File: src/iswm_pkg.sv
`timescale 1ns / 1ps
// ----------------------------------------------------------------------------
// iswm_pkg: shared types and constants of the I2C slave word mailbox
// Opcodes, decoded command kinds, payload structs and the queue entry
// passed from the front end to the execution unit.
// ----------------------------------------------------------------------------
package iswm_pkg;

    localparam int BUF_DEPTH_DEF = 32;
    localparam int TX_BYTES      = 4;
    localparam int BYTE_W        = 8;
    localparam int WORD_W        = 32;
    localparam int OUT_COUNT_W   = 6;

    typedef enum logic [3:0] {
        OPC_ADDR_WRITE = 4'd0,
        OPC_BYTE_RX    = 4'd1,
        OPC_STOP       = 4'd2,
        OPC_RX_NACK    = 4'd3,
        OPC_ADDR_READ  = 4'd4,
        OPC_TX_ACK     = 4'd5,
        OPC_TX_DONE    = 4'd6,
        OPC_BUS_ERR    = 4'd7,
        OPC_NO_INFO    = 4'd8,
        OPC_HOST_POP   = 4'd9,
        OPC_SET_RESP   = 4'd10
    } opcode_t;

    // Decoded command kinds; events that only acknowledge map to K_NONE
    typedef enum logic [3:0] {
        K_NONE,
        K_ADDR_WRITE,
        K_BYTE_RX,
        K_STOP,
        K_RX_NACK,
        K_ADDR_READ,
        K_TX_ACK,
        K_HOST_POP,
        K_SET_RESP
    } kind_t;

    typedef struct packed {
        logic [3:0]        opcode;
        logic [BYTE_W-1:0] bus_byte;
        logic [WORD_W-1:0] response_word;
    } in_t;

    typedef struct packed {
        logic                   ack;
        logic                   tx_valid;
        logic [BYTE_W-1:0]      tx_byte;
        logic                   word_valid;
        logic [WORD_W-1:0]      word_out;
        logic [OUT_COUNT_W-1:0] words_waiting;
        logic                   overflow;
    } out_t;

    typedef struct packed {
        kind_t             kind;
        logic [BYTE_W-1:0] bus_byte;
        logic [WORD_W-1:0] response_word;
    } cmd_entry_t;

    // Front to back: head of the command queue
    typedef struct packed {
        logic       valid;
        cmd_entry_t entry;
    } queue_head_t;

    // Back to word ring
    typedef struct packed {
        logic              push;
        logic [WORD_W-1:0] push_data;
        logic              pop;
    } ring_ctl_t;

endpackage

File: src/iswm_front.sv
`timescale 1ns / 1ps
// ----------------------------------------------------------------------------
// iswm_front: command intake
// Accepts items, decodes the opcode into a command kind and holds them in a
// two-entry queue for the execution unit.
// ----------------------------------------------------------------------------
module iswm_front
    import iswm_pkg::*;
(
    input  logic        clk,
    input  logic        rst_n,
    input  logic        start,
    output logic        busy,
    input  in_t         cmd,
    output queue_head_t head,
    input  logic        head_pop
);

    cmd_entry_t q_mem [2];
    logic       wr_ptr_reg, wr_ptr_next;
    logic       rd_ptr_reg, rd_ptr_next;
    logic [1:0] cnt_reg, cnt_next;
    logic       push;
    logic       pop;
    kind_t      kind;

    always_comb
    begin
        case (cmd.opcode)
            OPC_ADDR_WRITE: kind = K_ADDR_WRITE;
            OPC_BYTE_RX:    kind = K_BYTE_RX;
            OPC_STOP:       kind = K_STOP;
            OPC_RX_NACK:    kind = K_RX_NACK;
            OPC_ADDR_READ:  kind = K_ADDR_READ;
            OPC_TX_ACK:     kind = K_TX_ACK;
            OPC_HOST_POP:   kind = K_HOST_POP;
            OPC_SET_RESP:   kind = K_SET_RESP;
            default:        kind = K_NONE;
        endcase
    end

    assign busy = (cnt_reg == 2'd2);
    assign push = start && !busy;
    assign pop  = head_pop && (cnt_reg != 2'd0);

    assign head.valid = (cnt_reg != 2'd0);
    assign head.entry = q_mem[rd_ptr_reg];

    always_comb
    begin
        wr_ptr_next = push ? ~wr_ptr_reg : wr_ptr_reg;
        rd_ptr_next = pop ? ~rd_ptr_reg : rd_ptr_reg;
        cnt_next    = cnt_reg + {1'b0, push} - {1'b0, pop};
    end

    always_ff @(posedge clk or negedge rst_n)
    begin
        if (!rst_n)
        begin
            wr_ptr_reg <= 1'b0;
            rd_ptr_reg <= 1'b0;
            cnt_reg    <= 2'd0;
        end
        else
        begin
            wr_ptr_reg <= wr_ptr_next;
            rd_ptr_reg <= rd_ptr_next;
            cnt_reg    <= cnt_next;
        end
    end

    always_ff @(posedge clk)
    begin
        if (push)
        begin
            q_mem[wr_ptr_reg] <= '{kind: kind, bus_byte: cmd.bus_byte,
                                   response_word: cmd.response_word};
        end
    end

endmodule

File: src/iswm_ring.sv
`timescale 1ns / 1ps
// ----------------------------------------------------------------------------
// iswm_ring: word ring
// Circular store of received words with a saturating fill count. A push
// into a full ring is dropped; a pop registers the oldest word.
// ----------------------------------------------------------------------------
module iswm_ring
    import iswm_pkg::*;
#(
    parameter int BUF_DEPTH = BUF_DEPTH_DEF,
    localparam int PW = $clog2(BUF_DEPTH),
    localparam int CW = $clog2(BUF_DEPTH + 1)
)
(
    input  logic              clk,
    input  logic              rst_n,
    input  ring_ctl_t         ctl,
    output logic [CW-1:0]     count,
    output logic              full,
    output logic [WORD_W-1:0] rd_data
);

    localparam logic [CW-1:0] DEPTH_C = CW'(BUF_DEPTH);
    localparam logic [PW-1:0] LAST_C  = PW'(BUF_DEPTH - 1);

    logic [WORD_W-1:0] ring_mem [BUF_DEPTH];
    logic [WORD_W-1:0] rd_reg;
    logic [PW-1:0]     put_ptr_reg, put_ptr_next;
    logic [PW-1:0]     get_ptr_reg, get_ptr_next;
    logic [CW-1:0]     count_reg, count_next;
    logic              push_ok;
    logic              pop_ok;

    assign full    = (count_reg == DEPTH_C);
    assign push_ok = ctl.push && !full;
    assign pop_ok  = ctl.pop && (count_reg != '0);
    assign count   = count_reg;
    assign rd_data = rd_reg;

    always_comb
    begin
        put_ptr_next = put_ptr_reg;
        get_ptr_next = get_ptr_reg;
        if (push_ok)
        begin
            put_ptr_next = (put_ptr_reg == LAST_C) ? '0 : put_ptr_reg + 1'b1;
        end
        if (pop_ok)
        begin
            get_ptr_next = (get_ptr_reg == LAST_C) ? '0 : get_ptr_reg + 1'b1;
        end
        count_next = count_reg + CW'(push_ok) - CW'(pop_ok);
    end

    always_ff @(posedge clk or negedge rst_n)
    begin
        if (!rst_n)
        begin
            put_ptr_reg <= '0;
            get_ptr_reg <= '0;
            count_reg   <= '0;
        end
        else
        begin
            put_ptr_reg <= put_ptr_next;
            get_ptr_reg <= get_ptr_next;
            count_reg   <= count_next;
        end
    end

    always_ff @(posedge clk)
    begin
        if (push_ok)
        begin
            ring_mem[put_ptr_reg] <= ctl.push_data;
        end
        if (pop_ok)
        begin
            rd_reg <= ring_mem[get_ptr_reg];
        end
    end

endmodule

File: src/iswm_back.sv
`timescale 1ns / 1ps
// ----------------------------------------------------------------------------
// iswm_back: command execution
// Carries out one queued command at a time: byte intake with word packing,
// the stop-time copy of packed words into the ring, host pops, and the
// response transmit path. Drives the registered result strobe.
// ----------------------------------------------------------------------------
module iswm_back
    import iswm_pkg::*;
#(
    parameter int BUF_DEPTH = BUF_DEPTH_DEF,
    localparam int CW  = $clog2(BUF_DEPTH + 1),
    localparam int RCW = $clog2(BUF_DEPTH + 1),
    localparam int SD  = BUF_DEPTH / 4,
    localparam int SAW = (SD > 1) ? $clog2(SD) : 1,
    localparam int SIW = $clog2(SD + 1)
)
(
    input  logic              clk,
    input  logic              rst_n,
    input  queue_head_t       head,
    output logic              head_pop,
    output ring_ctl_t         ring_ctl,
    input  logic [CW-1:0]     ring_count,
    input  logic              ring_full,
    input  logic [WORD_W-1:0] ring_rd_data,
    output logic              done,
    output out_t              result
);

    localparam logic [RCW-1:0] DEPTH_C = RCW'(BUF_DEPTH);
    localparam logic [2:0]     POS_END = 3'(TX_BYTES);

    typedef enum logic [1:0] {
        ST_IDLE,
        ST_POP,
        ST_COPY
    } state_t;

    state_t            state_reg, state_next;
    logic [RCW-1:0]    rx_count_reg, rx_count_next;
    logic [23:0]       asm_reg, asm_next;
    logic [WORD_W-1:0] response_reg, response_next;
    logic [WORD_W-1:0] shadow_reg, shadow_next;
    logic [2:0]        tx_pos_reg, tx_pos_next;
    logic [SIW-1:0]    nwords_reg, nwords_next;
    logic [SIW-1:0]    rd_idx_reg, rd_idx_next;
    logic              pend_reg, pend_next;
    logic              ovf_reg, ovf_next;
    logic              done_reg, done_next;
    logic              ack_reg, ack_next;
    logic              tx_valid_reg, tx_valid_next;
    logic [BYTE_W-1:0] tx_byte_reg, tx_byte_next;
    logic              word_valid_reg, word_valid_next;
    logic [WORD_W-1:0] word_out_reg, word_out_next;
    logic              overflow_reg, overflow_next;

    logic [WORD_W-1:0] stage_mem [SD];
    logic [WORD_W-1:0] stage_rd_reg;
    logic              stage_we;
    logic              stage_re;
    logic [RCW-1:0]    rx_word_idx;
    logic [WORD_W-1:0] tx_shift;
    logic [CW+5:0]     count_ext;
    cmd_entry_t        e;

    assign e           = head.entry;
    assign rx_word_idx = rx_count_reg >> 2;
    assign tx_shift    = shadow_reg >> {tx_pos_reg[1:0], 3'b000};
    assign count_ext   = {6'd0, ring_count};

    always_comb
    begin
        state_next      = state_reg;
        rx_count_next   = rx_count_reg;
        asm_next        = asm_reg;
        response_next   = response_reg;
        shadow_next     = shadow_reg;
        tx_pos_next     = tx_pos_reg;
        nwords_next     = nwords_reg;
        rd_idx_next     = rd_idx_reg;
        pend_next       = 1'b0;
        ovf_next        = ovf_reg;
        done_next       = 1'b0;
        ack_next        = ack_reg;
        tx_valid_next   = tx_valid_reg;
        tx_byte_next    = tx_byte_reg;
        word_valid_next = word_valid_reg;
        word_out_next   = word_out_reg;
        overflow_next   = overflow_reg;
        head_pop        = 1'b0;
        stage_we        = 1'b0;
        stage_re        = 1'b0;
        ring_ctl.push      = 1'b0;
        ring_ctl.push_data = stage_rd_reg;
        ring_ctl.pop       = 1'b0;

        case (state_reg)
            ST_IDLE:
            begin
                if (head.valid)
                begin
                    head_pop        = 1'b1;
                    done_next       = 1'b1;
                    ack_next        = 1'b1;
                    tx_valid_next   = 1'b0;
                    tx_byte_next    = '0;
                    word_valid_next = 1'b0;
                    word_out_next   = '0;
                    overflow_next   = 1'b0;
                    case (e.kind)
                        K_ADDR_WRITE:
                        begin
                            rx_count_next = '0;
                        end
                        K_BYTE_RX:
                        begin
                            if (rx_count_reg < DEPTH_C)
                            begin
                                // every fourth byte completes a word
                                if (rx_count_reg[1:0] == 2'b11)
                                begin
                                    stage_we = 1'b1;
                                end
                                asm_next      = {asm_reg[15:0], e.bus_byte};
                                rx_count_next = rx_count_reg + 1'b1;
                            end
                            else
                            begin
                                ack_next = 1'b0;
                            end
                        end
                        K_STOP:
                        begin
                            rx_count_next = '0;
                            if ((rx_count_reg[1:0] == 2'b00) && (rx_count_reg != '0))
                            begin
                                done_next   = 1'b0;
                                nwords_next = rx_word_idx[SIW-1:0];
                                rd_idx_next = '0;
                                ovf_next    = 1'b0;
                                state_next  = ST_COPY;
                            end
                        end
                        K_RX_NACK:
                        begin
                            ack_next = 1'b0;
                        end
                        K_ADDR_READ:
                        begin
                            shadow_next   = response_reg;
                            response_next = '0;
                            tx_valid_next = 1'b1;
                            tx_byte_next  = response_reg[BYTE_W-1:0];
                            tx_pos_next   = 3'd1;
                        end
                        K_TX_ACK:
                        begin
                            tx_valid_next = 1'b1;
                            if (tx_pos_reg < POS_END)
                            begin
                                tx_byte_next = tx_shift[BYTE_W-1:0];
                                tx_pos_next  = tx_pos_reg + 3'd1;
                                ack_next     = (tx_pos_reg + 3'd1) < POS_END;
                            end
                            else
                            begin
                                ack_next = 1'b0;
                            end
                        end
                        K_HOST_POP:
                        begin
                            if (ring_count != '0)
                            begin
                                ring_ctl.pop = 1'b1;
                                done_next    = 1'b0;
                                state_next   = ST_POP;
                            end
                        end
                        K_SET_RESP:
                        begin
                            response_next = e.response_word;
                        end
                        default:
                        begin
                        end
                    endcase
                end
            end
            ST_POP:
            begin
                done_next       = 1'b1;
                word_valid_next = 1'b1;
                word_out_next   = ring_rd_data;
                state_next      = ST_IDLE;
            end
            ST_COPY:
            begin
                // read one packed word per cycle, push it the cycle after
                stage_re    = (rd_idx_reg < nwords_reg);
                pend_next   = stage_re;
                rd_idx_next = stage_re ? rd_idx_reg + 1'b1 : rd_idx_reg;
                if (pend_reg)
                begin
                    ring_ctl.push = 1'b1;
                    if (ring_full)
                    begin
                        ovf_next = 1'b1;
                    end
                    if (!stage_re)
                    begin
                        done_next     = 1'b1;
                        overflow_next = ovf_reg || ring_full;
                        state_next    = ST_IDLE;
                    end
                end
            end
            default:
            begin
                state_next = ST_IDLE;
            end
        endcase
    end

    always_ff @(posedge clk or negedge rst_n)
    begin
        if (!rst_n)
        begin
            state_reg      <= ST_IDLE;
            rx_count_reg   <= '0;
            response_reg   <= '0;
            shadow_reg     <= '0;
            tx_pos_reg     <= '0;
            nwords_reg     <= '0;
            rd_idx_reg     <= '0;
            pend_reg       <= 1'b0;
            ovf_reg        <= 1'b0;
            done_reg       <= 1'b0;
        end
        else
        begin
            state_reg      <= state_next;
            rx_count_reg   <= rx_count_next;
            response_reg   <= response_next;
            shadow_reg     <= shadow_next;
            tx_pos_reg     <= tx_pos_next;
            nwords_reg     <= nwords_next;
            rd_idx_reg     <= rd_idx_next;
            pend_reg       <= pend_next;
            ovf_reg        <= ovf_next;
            done_reg       <= done_next;
        end
    end

    always_ff @(posedge clk)
    begin
        asm_reg        <= asm_next;
        ack_reg        <= ack_next;
        tx_valid_reg   <= tx_valid_next;
        tx_byte_reg    <= tx_byte_next;
        word_valid_reg <= word_valid_next;
        word_out_reg   <= word_out_next;
        overflow_reg   <= overflow_next;
    end

    always_ff @(posedge clk)
    begin
        if (stage_we)
        begin
            stage_mem[rx_word_idx[SAW-1:0]] <= {asm_reg, e.bus_byte};
        end
        if (stage_re)
        begin
            stage_rd_reg <= stage_mem[rd_idx_reg[SAW-1:0]];
        end
    end

    assign done                 = done_reg;
    assign result.ack           = ack_reg;
    assign result.tx_valid      = tx_valid_reg;
    assign result.tx_byte       = tx_byte_reg;
    assign result.word_valid    = word_valid_reg;
    assign result.word_out      = word_out_reg;
    assign result.words_waiting = count_ext[OUT_COUNT_W-1:0];
    assign result.overflow      = overflow_reg;

endmodule

File: src/i2c_slave_word_mailbox.sv
`timescale 1ns / 1ps
// ----------------------------------------------------------------------------
// i2c_slave_word_mailbox: I2C slave word mailbox
// Decoded I2C slave events and host accesses in; one result per item out.
// ----------------------------------------------------------------------------
// An item is taken when start is high and busy is low; a two-entry command
// queue sits in front of the execution unit, so busy rises only when both
// entries are held. Every item yields exactly one result, shown on result for
// a single cycle with done high; it cannot be held off, so sample it then.
// Results come in item order. A host pop with words waiting passes through a
// pop state while the ring registers the oldest word, and a stop that packs
// words copies them one word per cycle from the packed-word store into the
// word ring, with done following the last push. A word pushed into a full ring
// is dropped and flags overflow; bytes read past the fourth come out as zero.
// ----------------------------------------------------------------------------
module i2c_slave_word_mailbox
    import iswm_pkg::*;
#(
    parameter int BUF_DEPTH = BUF_DEPTH_DEF
)
(
    input  logic clk,
    input  logic rst_n,
    input  logic start,
    output logic busy,
    input  in_t  cmd,
    output logic done,
    output out_t result
);

    localparam int CW = $clog2(BUF_DEPTH + 1);

    queue_head_t       head;
    logic              head_pop;
    ring_ctl_t         ring_ctl;
    logic [CW-1:0]     ring_count;
    logic              ring_full;
    logic [WORD_W-1:0] ring_rd_data;

    iswm_front u_front (
        .clk      (clk),
        .rst_n    (rst_n),
        .start    (start),
        .busy     (busy),
        .cmd      (cmd),
        .head     (head),
        .head_pop (head_pop)
    );

    iswm_ring #(
        .BUF_DEPTH (BUF_DEPTH)
    ) u_ring (
        .clk     (clk),
        .rst_n   (rst_n),
        .ctl     (ring_ctl),
        .count   (ring_count),
        .full    (ring_full),
        .rd_data (ring_rd_data)
    );

    iswm_back #(
        .BUF_DEPTH (BUF_DEPTH)
    ) u_back (
        .clk          (clk),
        .rst_n        (rst_n),
        .head         (head),
        .head_pop     (head_pop),
        .ring_ctl     (ring_ctl),
        .ring_count   (ring_count),
        .ring_full    (ring_full),
        .ring_rd_data (ring_rd_data),
        .done         (done),
        .result       (result)
    );

endmodule
File: config.mk
export PLATFORM = sky130hd
export DESIGN_NAME = i2c_slave_word_mailbox
export DESIGN_NICKNAME = d
export VERILOG_FILES = /design/src/iswm_pkg.sv /design/src/iswm_front.sv /design/src/iswm_ring.sv /design/src/iswm_back.sv /design/src/i2c_slave_word_mailbox.sv
export SDC_FILE = /design/constraint.sdc
export NUM_CORES = 2
export LEC_CHECK = 0
export BUFFER_PORTS_ARGS = -buffer_cell sky130_fd_sc_hd__buf_2
export CAP_MARGIN = 20
export CELL_PAD_IN_SITES_DETAIL_PLACEMENT = 1
export CELL_PAD_IN_SITES_GLOBAL_PLACEMENT = 1
export CORE_MARGIN = 10
export CORE_UTILIZATION = 40
export CTS_CLUSTER_SIZE = 30
export DETAILED_ROUTE_END_ITERATION = 7
export PLACE_DENSITY_LB_ADDON = 0.05
export SYNTH_ARGS = -nofsm -noshare
export SYNTH_HDL_FRONTEND = slang
export SYNTH_SLANG_ARGS = --single-unit
File: constraint.sdc
create_clock -name clk -period 6.66 [get_ports clk]
set_clock_uncertainty 0.05 [all_clocks]
set_input_delay 1.332 -clock clk [delete_from_list [all_inputs] [get_ports clk]]
set_output_delay 1.332 -clock clk [all_outputs]
set_load 0.02 [all_outputs]
==> flow_metrics.py <==
metrics = {
    "clock_tree": {
        "worstSkewPairLatency_ns": 0.77,
        "cts_buffer_depth": 3,
        "cts_resized": 0,
        "holdBufCountCts": 0,
        "cts_tree": "yes",
        "cts.sinks": 1606,
        "cts_root_buf": "clkbuf_16",
        "cts_inserted_buffers": 171,
        "htreeDepth": 4,
        "path_clk_slew_ns": 0.06,
        "post_cts_buffers": 0,
    },
    "job": {
        "cap_violations": 0,
    },
    "worst_setup_path": {
        "path_class": "reg -> reg",
        "cp_max_fo": 38,
        "worstPathArrival_ns": 4.81,
        "cp.required_ns": 7.30,
        "crit_path_end_kind": "flop",
        "timing.rr.start": "u_front.rd_ptr_reg",
        "crit_start": "u_front.rd_ptr_reg",
        "critPathLaunchType": "flop",
        "rrSetupSlack_ns": 2.49,
    },
    "synthesis": {
        "synth_edf_count": 1500,
        "netlist-cell-type-count": 69,
        "ys_seq_area_frac": 0.780,
        "async_flop_share": 0.0660,
        "avgSynthCellArea_sq_um": 21.3,
        "ys_seq_elements": 1606,
        "synth-main-ff-cell": "edfxtp_1",
        "yosys_warnings": 0,
        "netlist_instances": 2871,
        "syn_area_sq_um": 61100,
        "syn_nets": 2949,
    },
    "pwr": {
        "p_leak_nw": 22.3,
        "p_per_area_nw_per_um2": 330,
        "power_mw": 23.2,
        "vdd_ir_drop_max_uv": 255,
    },
    "die": {
        "die_h_um": 411,
        "io_pins": 99,
        "coreArea_sq_um": 152000,
        "die_w_um": 411,
        "die_area_sq_um": 169000,
        "start_util": 0.402,
        "rows": 143,
    },
    "global_route": {
        "grt_util_all_layers": 0.190,
        "grt_pass1_vias": 31471,
        "grt_pass1_wl_mm": 231,
        "overflow": 0,
        "antenna_found_initial": 6,
        "grt_max_degree": 88,
    },
    "routing": {
        "drt_iter0_markers": 2493,
        "viasPerCell": 5.55,
        "dr.pass1.iters": 7,
        "num_vias": 29234,
        "wl_per_cell_um": 30.6,
        "drc": 0,
        "drt.antenna.violating_nets": 0,
        "wirelength_mm": 161,
    },
    "sta": {
        "rsz0062_at_grt": "no",
        "setup_tns_ns": 0,
        "setup_viol": 0,
        "worst_slack_ns": 2.49,
        "fin_crit_ns": 4.17,
        "min_period_over_period": 0.627,
        "tightest_slew_ns": 1.11,
        "max_freq_mhz": 240,
        "final_max_slew_viol_count": 0,
        "hold_viol": 0,
        "relSlewSlack": 0.240,
    },
    "final_layout": {
        "regMostFlops": "u_ring.ring_mem",
        "multi_input_area_sq_um": 12800,
        "area_growth_pct": 15.0,
        "drive_gt1_frac": 0.262,
        "fillers": 13606,
        "final_nets": 3180,
        "largest_reg_flops": 1024,
        "seq_area_sq_um": 47700,
    },
    "place": {
        "dp_hpwl_mm": 91.3,
        "portBuffers": 98,
        "dpl_worst_slack_ns": 2.43,
        "gp_congestion": 0.747,
    },
    "status": {
        "run_status": "complete, no violations",
    },
    "worst_hold_path": {
        "min_from": "u_back.response_reg[18]",
        "hp-class": "reg -> reg",
    },
}
-- worst max-delay path, cell delays in order, from the launching register on --
cell,delay (ns)
dfrtp_2,0.99
and3b_1,0.35
o211ai_2,0.22
or2_1,0.38
inv_2,0.08
buf_4,0.56
ha_1,0.22
inv_1,0.04
ha_1,0.21
fa_1,0.45
a21oi_1,0.18
nor2_1,0.05
nor2_1,0.13
xnor2_1,0.14
-- where the power goes --
| part | total, mW | internal (mW) | switching, mW | leakage, nW |
|---|---|---|---|---|
| clock network | 9.13 | 5.27 | 3.85 | 2.61 |
| logic | 2.20 | 0.934 | 1.26 | 4.68 |
| registers | 11.9 | 11.5 | 0.338 | 15.0 |
-- metrics by stage --
stage | cell area, sq um | instances | util | hold slack (ns)
2_1_floorplan | 61100 | 2871 | - | 0.401
3_3_place_gp | 64400 | 4933 | 0.424 | 0.416
4_1_cts | 70000 | 5256 | 0.461 | 0.414
5_1_grt | 70300 | 5270 | 0.463 | 0.447
3_5_place_dp | 64600 | 4945 | 0.425 | 0.418
6_report | 70300 | 5272 | 0.463 | 0.435
-- final cells by class --
cell class,instances,share of cell area
sequential,1606,0.679
clock buffer,225,0.0666
inverter,44,0.00235
multi-input combinational,1067,0.182
timing repair buffer,212,0.0245
tap,2030,0.0361
antenna,2,0.0000712
clock inverter,86,0.00933
-- per-layer routing --
metal  vias up  track usage  share of wire
met5         -            0              0
met4         0       0.0564          0.025
met3       226       0.0423          0.055
met2       759        0.307           0.48
met1     15815        0.256           0.44
li1      12434            -              -
-- synth_stat cells (all sizes together), types with 3 or more instances --
| cell type | instances | area, sq um |
|---|---|---|
| nand2b | 7 | 43.8 |
| nor3 | 7 | 50.1 |
| nor3b | 4 | 35.0 |
| a22oi | 45 | 338 |
| o221ai | 39 | 342 |
| nand2 | 22 | 82.6 |
| a21oi | 71 | 355 |
| edfxtp | 1500 | 45000 |
| nor2 | 59 | 224 |
| mux4 | 264 | 5950 |
| o31ai | 6 | 45.0 |
| a22o | 30 | 263 |
| nand3b | 8 | 60.1 |
| inv | 44 | 165 |
| clkbuf | 70 | 263 |
| a31oi | 3 | 18.8 |
| mux2 | 82 | 923 |
| o2bb2ai | 41 | 359 |
| o211ai | 5 | 47.5 |
| buf | 84 | 553 |
| dfrtp | 106 | 2650 |
| o21ai | 20 | 100 |
| ha | 30 | 375 |
| nor2b | 4 | 25.0 |
| and3b | 3 | 26.3 |
| and3 | 22 | 138 |
| or2 | 5 | 31.3 |
| and2 | 16 | 100 |
| a2111oi | 25 | 219 |
| o22ai | 28 | 175 |
| nand3 | 9 | 45.0 |
| a211oi | 3 | 22.5 |
| mux2i | 168 | 1680 |
| or3 | 6 | 47.5 |
| xnor2 | 5 | 43.8 |
-- worst paths after layout --
| check | cells after the start | to |
|---|---|---|
| setup reg to reg | 13 | u_ring.count[4] |
| hold / removal | 1 | u_back.response_reg[18] |
| setup / recovery | 13 | u_ring.count[4] |
| min in group asynchronous | 1 | u_back.shadow_reg[9] |
| max in group asynchronous | 2 | u_back.rd_idx_reg[0] |
| hold reg to reg | 1 | u_back.response_reg[18] |
-- kinds of logic after synthesis --
logic type | synth area share
xor gates and xnor gates | 0.00100
DFF | 0.780
adders and majority gates | 0.00647
muxes | 0.140
and+or+nand+nor | 0.0164
buffers and inverters | 0.0161
AOI/OAI and AO/OA | 0.0398
-- cell usage in the layout, fill, tap and decap left out, drive strengths merged, types with 5 or more instances in the layout --
master,Yosys,routed
edfxtp,1500,1500
mux4,264,264
clkbuf,70,225
buf,84,212
mux2i,168,168
dfrtp,106,106
mux2,82,82
clkinv,0,72
a21oi,71,71
nor2,59,59
inv,44,46
a22oi,45,45
o2bb2ai,41,41
o221ai,39,39
a22o,30,30
ha,30,30
o22ai,28,28
a2111oi,25,25
nand2,22,22
and3,22,22
o21ai,20,20
and2,16,16
bufinv,0,9
nand3,9,9
nand3b,8,8
nand2b,7,7
nor3,7,7
o31ai,6,6
or3,6,6
xnor2,5,5
or2,5,5
o211ai,5,5
Power figures use the tool's default switching activity.
